## src/hw/rtl/dspc_pkg.sv

```systemverilog
package dspc_pkg;

  localparam int PERIOD_W       = 8;
  localparam int VALUE_W        = 16;
  localparam int POS_OUT_W      = 16;
  localparam int POSITION_WIDTH = 16;
  localparam int CFG_IDX_W      = 1;

  localparam logic [PERIOD_W-1:0] PERIOD_RESET = PERIOD_W'(100);

  // register indexes of the configuration port
  localparam logic [CFG_IDX_W-1:0] CFG_STEP_PERIOD_AXIS0 = 1'd0;
  localparam logic [CFG_IDX_W-1:0] CFG_STEP_PERIOD_AXIS1 = 1'd1;

  typedef enum logic [1:0] {
    FUNC_TICK       = 2'd0,
    FUNC_SET_TARGET = 2'd1,
    FUNC_SET_POS    = 2'd2,
    FUNC_HOME       = 2'd3
  } func_t;

  // per-axis command decoded from one request
  typedef struct packed {
    logic tick;
    logic wr_target;
    logic wr_pos;
    logic home;
  } axis_cmd_t;

  // per-axis pin and status view after a request
  typedef struct packed {
    logic step;
    logic dir;
    logic disabled;
    logic moving;
  } axis_pins_t;

endpackage

```

## src/hw/rtl/dspc_axis.sv

```systemverilog
module dspc_axis
  import dspc_pkg::*;
#(
  parameter int POS_W = POSITION_WIDTH
) (
  input  logic                    clk,
  input  logic                    rst_n,
  input  logic                    go,
  input  axis_cmd_t               cmd,
  input  logic signed [VALUE_W-1:0] value,
  input  logic [PERIOD_W-1:0]     period,
  output axis_pins_t              pins_nxt,
  output logic signed [POS_W-1:0] pos_nxt
);

  logic [PERIOD_W-1:0]     div_r, div_nxt;
  logic signed [POS_W-1:0] pos_r, tgt_r, tgt_nxt;
  logic                    step_r, step_nxt;
  logic                    dir_r, dir_nxt;
  logic                    dis_r, dis_nxt;
  logic [PERIOD_W:0]       div_inc;
  logic signed [POS_W-1:0] value_ext;

  assign div_inc   = {1'b0, div_r} + 1'b1;
  assign value_ext = POS_W'(value);

  always_comb begin
    div_nxt  = div_r;
    pos_nxt  = pos_r;
    tgt_nxt  = tgt_r;
    step_nxt = step_r;
    dir_nxt  = dir_r;
    dis_nxt  = dis_r;
    if (cmd.tick) begin
      if (period == '0) begin
        div_nxt = div_inc[PERIOD_W-1:0];
      end else if (div_inc < {1'b0, period}) begin
        div_nxt = div_inc[PERIOD_W-1:0];
      end else begin
        // divider at or past the period: restart and act
        div_nxt = '0;
        if (pos_r < tgt_r) begin
          dis_nxt  = 1'b0;
          step_nxt = ~step_r;
          dir_nxt  = 1'b1;
          pos_nxt  = pos_r + POS_W'(1);
        end else if (pos_r > tgt_r) begin
          dis_nxt  = 1'b0;
          step_nxt = ~step_r;
          dir_nxt  = 1'b0;
          pos_nxt  = pos_r - POS_W'(1);
        end else begin
          dis_nxt = 1'b1;
        end
      end
    end
    if (cmd.wr_target) begin
      tgt_nxt = value_ext;
    end
    if (cmd.wr_pos) begin
      pos_nxt = value_ext;
    end
    if (cmd.home) begin
      pos_nxt = '0;
    end
  end

  assign pins_nxt.step     = step_nxt;
  assign pins_nxt.dir      = dir_nxt;
  assign pins_nxt.disabled = dis_nxt;
  assign pins_nxt.moving   = (pos_nxt != tgt_nxt);

  always_ff @(posedge clk) begin
    if (!rst_n) begin
      div_r  <= '0;
      pos_r  <= '0;
      tgt_r  <= '0;
      step_r <= 1'b0;
      dir_r  <= 1'b0;
      dis_r  <= 1'b0;
    end else if (go) begin
      div_r  <= div_nxt;
      pos_r  <= pos_nxt;
      tgt_r  <= tgt_nxt;
      step_r <= step_nxt;
      dir_r  <= dir_nxt;
      dis_r  <= dis_nxt;
    end
  end

endmodule

```

## src/hw/rtl/dual_stepper_position_controller_core.sv

```systemverilog
// Two-axis step/direction position controller. Each request is one of: a tick for both
// axes, a new target, an overwritten position, or a home event (position to zero) for the
// addressed axis, and each request returns exactly one result with both axes' step,
// direction and active-low enable pins, positions and moving flags as they stand after it.
// An axis acts once its tick divider reaches its step period (period 0 never steps):
// short of target it enables the driver, toggles step and moves one position; at target
// it disables the driver. One request is taken every clock cycle unless the pipeline is
// stalled; a request lands in the input register, and as it moves on the axis units and
// the result register update together, so a stalled result only stops the input side
// once both registers are full. The user must write step periods through the
// configuration port (index 0 axis 0, index 1 axis 1, reset 100) only while no request
// is in flight; the block itself does not enforce this. The port is always ready.
module dual_stepper_position_controller_core
  import dspc_pkg::*;
#(
  parameter int POSITION_WIDTH_P = POSITION_WIDTH
) (
  input  logic                     clk,
  input  logic                     rst_n,
  // request channel
  input  logic                     in_valid,
  output logic                     in_ready,
  input  logic [1:0]               in_func,
  input  logic                     in_axis,
  input  logic signed [VALUE_W-1:0] in_value,
  // result channel
  output logic                     out_valid,
  input  logic                     out_ready,
  output logic                     out_step_level0,
  output logic                     out_direction0,
  output logic                     out_disabled0,
  output logic                     out_step_level1,
  output logic                     out_direction1,
  output logic                     out_disabled1,
  output logic signed [POS_OUT_W-1:0] out_position0,
  output logic signed [POS_OUT_W-1:0] out_position1,
  output logic                     out_moving0,
  output logic                     out_moving1,
  // configuration write channel
  input  logic                     cfg_valid,
  output logic                     cfg_ready,
  input  logic [CFG_IDX_W-1:0]     cfg_index,
  input  logic [PERIOD_W-1:0]      cfg_data
);

  // step period registers
  logic [PERIOD_W-1:0] period0_r, period1_r;

  // input register stage
  logic                      s1_valid_r;
  func_t                     s1_func_r;
  logic                      s1_axis_r;
  logic signed [VALUE_W-1:0] s1_value_r;
  logic                      s1_move;

  // result register stage
  logic                        out_valid_r;
  axis_pins_t                  pins0_r, pins1_r;
  logic signed [POS_OUT_W-1:0] pos0_r, pos1_r;

  axis_cmd_t                          cmd0, cmd1;
  axis_pins_t                         pins0_nxt, pins1_nxt;
  logic signed [POSITION_WIDTH_P-1:0] pos0_nxt, pos1_nxt;

  // the input register drains whenever the result register is free or being taken
  assign s1_move  = s1_valid_r && (!out_valid_r || out_ready);
  assign in_ready = !s1_valid_r || s1_move;
  assign cfg_ready = 1'b1;

  always_ff @(posedge clk) begin
    if (!rst_n) begin
      period0_r <= PERIOD_RESET;
      period1_r <= PERIOD_RESET;
    end else if (cfg_valid) begin
      case (cfg_index)
        CFG_STEP_PERIOD_AXIS0: period0_r <= cfg_data;
        CFG_STEP_PERIOD_AXIS1: period1_r <= cfg_data;
        default: ;
      endcase
    end
  end

  always_ff @(posedge clk) begin
    if (!rst_n) begin
      s1_valid_r <= 1'b0;
    end else if (in_ready) begin
      s1_valid_r <= in_valid;
    end
  end

  always_ff @(posedge clk) begin
    if (in_valid && in_ready) begin
      s1_func_r  <= func_t'(in_func);
      s1_axis_r  <= in_axis;
      s1_value_r <= in_value;
    end
  end

  // decode the request into per-axis commands; axis field ignored on a tick
  always_comb begin
    cmd0 = '0;
    cmd1 = '0;
    case (s1_func_r)
      FUNC_TICK: begin
        cmd0.tick = 1'b1;
        cmd1.tick = 1'b1;
      end
      FUNC_SET_TARGET: begin
        cmd0.wr_target = !s1_axis_r;
        cmd1.wr_target = s1_axis_r;
      end
      FUNC_SET_POS: begin
        cmd0.wr_pos = !s1_axis_r;
        cmd1.wr_pos = s1_axis_r;
      end
      FUNC_HOME: begin
        cmd0.home = !s1_axis_r;
        cmd1.home = s1_axis_r;
      end
      default: ;
    endcase
  end

  dspc_axis #(.POS_W(POSITION_WIDTH_P)) u_axis0 (
    .clk      (clk),
    .rst_n    (rst_n),
    .go       (s1_move),
    .cmd      (cmd0),
    .value    (s1_value_r),
    .period   (period0_r),
    .pins_nxt (pins0_nxt),
    .pos_nxt  (pos0_nxt)
  );

  dspc_axis #(.POS_W(POSITION_WIDTH_P)) u_axis1 (
    .clk      (clk),
    .rst_n    (rst_n),
    .go       (s1_move),
    .cmd      (cmd1),
    .value    (s1_value_r),
    .period   (period1_r),
    .pins_nxt (pins1_nxt),
    .pos_nxt  (pos1_nxt)
  );

  always_ff @(posedge clk) begin
    if (!rst_n) begin
      out_valid_r <= 1'b0;
    end else if (s1_move) begin
      out_valid_r <= 1'b1;
    end else if (out_ready) begin
      out_valid_r <= 1'b0;
    end
  end

  // positions leave as their low bits, zero-filled when narrower than the port
  always_ff @(posedge clk) begin
    if (s1_move) begin
      pins0_r <= pins0_nxt;
      pins1_r <= pins1_nxt;
      pos0_r  <= POS_OUT_W'($unsigned(pos0_nxt));
      pos1_r  <= POS_OUT_W'($unsigned(pos1_nxt));
    end
  end

  assign out_valid       = out_valid_r;
  assign out_step_level0 = pins0_r.step;
  assign out_direction0  = pins0_r.dir;
  assign out_disabled0   = pins0_r.disabled;
  assign out_moving0     = pins0_r.moving;
  assign out_step_level1 = pins1_r.step;
  assign out_direction1  = pins1_r.dir;
  assign out_disabled1   = pins1_r.disabled;
  assign out_moving1     = pins1_r.moving;
  assign out_position0   = pos0_r;
  assign out_position1   = pos1_r;

endmodule

```

## config.mk

```make
export PLATFORM = sky130hd
export DESIGN_NAME = dual_stepper_position_controller_core
export DESIGN_NICKNAME = d
export VERILOG_FILES = /design/src/hw/rtl/dspc_pkg.sv /design/src/hw/rtl/dspc_axis.sv /design/src/hw/rtl/dual_stepper_position_controller_core.sv
export SDC_FILE = /design/constraint.sdc
export NUM_CORES = 1
export LEC_CHECK = 0
export BUFFER_PORTS_ARGS = -buffer_cell sky130_fd_sc_hd__buf_4
export CAP_MARGIN = 10
export CELL_PAD_IN_SITES_DETAIL_PLACEMENT = 0
export CELL_PAD_IN_SITES_GLOBAL_PLACEMENT = 1
export CORE_ASPECT_RATIO = 1.5
export CORE_MARGIN = 2
export CORE_UTILIZATION = 50
export CTS_CLUSTER_DIAMETER = 60
export DETAILED_ROUTE_END_ITERATION = 10
export PLACE_DENSITY_LB_ADDON = 0.15
export SETUP_SLACK_MARGIN = 0.02
export SYNTH_ARGS = -nofsm -noshare
export SYNTH_HDL_FRONTEND = slang
export SYNTH_SLANG_ARGS = --single-unit
```

## constraint.sdc

```tcl
create_clock -name clk -period 8.9 [get_ports clk]
set_input_delay 1.78 -clock clk [delete_from_list [all_inputs] [get_ports clk]]
set_output_delay 1.78 -clock clk [all_outputs]
set_load 0.1 [all_outputs]
```

==> qor.yml <==
status:
  status: "finished, final reports clean"
power_and_ir_drop:
  irDropWorstVdd_mv: 0.134
  leakagePower_nw: 4.61
  total_power_mw: 1.96
  pwr_density_cell_nw_per_um2: 166
worst_setup_path:
  critPathLaunchType: "flop"
  worst_reg_to_reg_path_cell_count: 16
  timing.critical_path.max_delay_family: "compound AO/OA/AOI/OAI gates"
  r2r_setup_slack_ns: 4.22
  worstPathMaxFanout: 21
  worstReg2RegEnd: "out_moving0"
  critPathCaptureType: "flop"
  path_cells: "ha_1 -> and3_1 -> and3_1 -> xor2_1 -> ha_1 -> a21oi_1 -> o21ai_0 -> a211o_1 -> nand2_1 -> nor2_1 -> mux2i_1 -> mux2_2 -> o211ai_1 -> o2111ai_1 -> a2111oi_0 -> o2111ai_1"
  max_stage_delay_ns: 0.56
  slowest_stage: "nand2_1"
  crit_type: "reg2reg"
  worstPathRequired_ns: 9.07
  cp_data_arrival_time_ns: 4.85
  critical_path_buf_inv_count: 0
  startpoint_of_the_most_critical_register_to_register_path: "u_axis0.div_r[0]"
routing:
  post_drt_wl_per_cell_um: 20.6
  top_layer: "met4"
  antenna_violating_nets_post_route: 0
  totalWireLength_um: 32700
  vias: 9513
  drt_drc_violations_left: 0
  initialDrtViolationCount: 707
  router_iterations_before_antenna_repair: 5
  met3WireLength_um: 1180
  met2_wirelength_um: 17000
  routedLengthMet1_um: 11900
  via_per_inst: 5.99
yosys:
  synthesis.nets: 1359
  yosys_register_bits: 163
  synth_enable_flop_cells: 59
  synth_cells: 1274
  syn_avg_cell_area_um2: 8.28
  synth_simple_gate_area_share_pct: 24.0
  yosys.area_share.xor_xnor_pct: 5.66
  yosysMostFrequentCell: "nand2_1"
  synth.mux.area_fraction_pct: 3.96
  synth.yosys.seq_area_share_pct: 36.5
  post_synthesis_cell_area_um2: 10600
  yosys_most_used_dff: "dfxtp_1"
  yosys-top-cells-area: "dfxtp_1 20%, edfxtp_1 17%, nand2_1 8.1%"
  synthAdderAreaFrac_pct: 6.17
  post-synth-top-area-fraction_pct: 19.7
  synth_top_area_cell: "dfxtp_1"
  synth_top_family_by_area: "simple AND/OR/NAND/NOR gates"
  ys_warnings: 0
  ys_types: 79
  share_of_synthesized_flip_flops_with_an_asynchronous_set_or_reset_pct: 0
  most_common_library_cells_after_synthesis: "228 x nand2_1, 104 x dfxtp_1, 90 x nor2_1, 68 x a21boi_0, 63 x o21ai_0"
  synth-compound-area-share_pct: 18.7
floorplanning:
  die-height_um: 182
  io_pins: 76
  row_count: 65
  floorplan.core_area_um2: 20900
  die-area_um2: 22300
  fp.dieW_um: 123
  initial_cell_density_of_the_core_pct: 50.5
hold_path:
  hold_path_end: "period1_r[7]"
  hp-start: "period1_r[7]"
  worst_hold_class: "reg2reg"
  timing.hold.worst_path_depth: 2
grt:
  global_route.usage.total_pct: 30.2
  grt_first_pass_wirelength_um: 50600
  pin_count_of_the_biggest_net_entering_global_routing: 105
  overflow: 0
  first_global_vias: 9359
  number_of_antenna_violations_at_the_first_check_in_global_routing: 0
clock_network:
  numClockSinks: 163
  htreeDepth: 4
  cts_setup_buffers: 0
  tritoncts: "done"
  worstSkewPairLatency_ns: 0.45
  tritoncts.num_buffers: 17
  cts_hold_repair.buffers: 0
  max-clock-path-buffers: 2
  cts_resized: 0
  clk_transition_reported_paths_ns: 0.07
  clock_tree.root_cell: "clkbuf_16"
placed_design:
  globalplace.congestion: 0.967
  dpl.hpwl_um: 24100
  place.port_buffers: 74
run:
  max-cap-violations: 0
timing:
  fmax_mhz: 214
  min_period_over_period_pct: 52.6
  slew-limit-headroom_pct: 26.3
  rsz_0062_raised_after_global_routing: "no"
  worst_pin_slew_ns: 1.10
  finalMaxSlewViolations: 0
  timing.final.hold_violations: 0
  worst_clock_skew_ns: 0.00949
  layout_min_cycle_time_ns: 4.68
  setup_violations: 0
  final.setup.tns_ns: 0
layout:
  antenna_cells_inserted: 0
  register_area_um2: 3850
  multi_input_comb_area_um2: 6170
  n_fill_cell: 2000
  area.growth.synth_to_final_pct: 12.1
  post_route_cells_drive_above_1_share_pct: 10.5
  nNetsFinal: 1392
  postLayoutCoreUtil_pct: 56.6
worst reg2reg max path, delay by kind of cell (launching register included):
| kind | cells | cell delay (ns) |
|---|---|---|
| AO/OA/AOI/OAI | 7 | 1.62 |
| multiplexers | 2 | 0.62 |
| XOR/XNOR | 1 | 0.16 |
| flip-flops | 1 | 0.38 |
| AND/OR/NAND/NOR | 4 | 1.10 |
| adder cells (fa/ha/maj) | 2 | 0.52 |
how the worst max path moves through the flow:
| stage | start | end | slack (ns) | cells after the start |
|---|---|---|---|---|
| floorplan | out_ready | in_ready | 4.58 | 2 |
| global placement | u_axis1.div_r[0] | out_moving1 | 4.30 | 15 |
| detailed placement | u_axis0.div_r[0] | out_moving0 | 4.24 | 16 |
| CTS | u_axis0.div_r[0] | out_moving0 | 4.20 | 16 |
| global route | u_axis1.div_r[0] | out_moving1 | 3.80 | 15 |
| finish | u_axis0.div_r[0] | out_moving0 | 4.22 | 16 |
power breakdown:
group          leakage [nW]  internal [mW]  switching [mW]
clock network         0.285          0.408           0.326
logic                  2.91          0.128           0.262
registers              1.41          0.802          0.0355
total                  4.61           1.34           0.623
registers in the layout, indices dropped and copies added (netlist names), 2 cells and up:
signal	flops
u_axis0.tgt_r	16
u_axis0.div_r	8
period0_r	8
out_position1	16
u_axis0.pos_r	16
u_axis1.tgt_r	16
u_axis1.div_r	8
out_position0	16
s1_func_r	2
period1_r	8
s1_value_r	16
u_axis1.pos_r	16
logic make-up (layout without fill, tap and decap cells):
family / count (synthesis) / after routing
adder cells (fa/ha/maj): 52 / 52
buffers and inverters: 135 / 181
AO/OA/AOI/OAI: 290 / 290
flip-flops: 163 / 163
multiplexers: 41 / 41
other: 1 / 1
AND/OR/NAND/NOR: 527 / 527
XOR/XNOR: 65 / 65
per-stage QoR:
stage / setup slack, ns / std cells / hold WS, ns / instance area (um^2)
5_1_grt: 3.80 / 1588 / 0.501 / 11800
2_1_floorplan: 4.58 / 1274 / 0.443 / 10600
3_5_place_dp: 4.24 / 1556 / 0.465 / 11300
3_3_place_gp: 4.30 / 1556 / 0.456 / 11300
6_report: 4.22 / 1588 / 0.469 / 11800
4_1_cts: 4.20 / 1588 / 0.474 / 11800
metal layers:
metal	global-route usage, %	vias up
met3	4.62	138
met2	54.3	319
met5	0	-
met1	30.7	4474
met4	22.6	0
li1	-	4582
cell usage in the layout (no fill, tap or decap), types with 31 or more instances in the layout:
cell      instances
nand2_1         228
dfxtp_1         104
nor2_1           90
buf_4            88
a21boi_0         68
o21ai_0          63
inv_1            59
edfxtp_1         59
ha_1             52
a21oi_1          50
nand3_1          38
mux2i_1          35
xnor2_1          32
xor2_1           31
area by class of cell:
| class | count | share of cell area (%) |
|---|---|---|
| Tap cell | 268 | 2.83 |
| Multi-Input combinational cell | 976 | 52.2 |
| Inverter | 61 | 1.95 |
| Timing Repair Buffer | 88 | 5.58 |
| Clock inverter | 12 | 1.03 |
| Clock buffer | 20 | 3.87 |
| Sequential cell | 163 | 32.6 |
No activity file was read; power rests on OpenSTA's default activity.
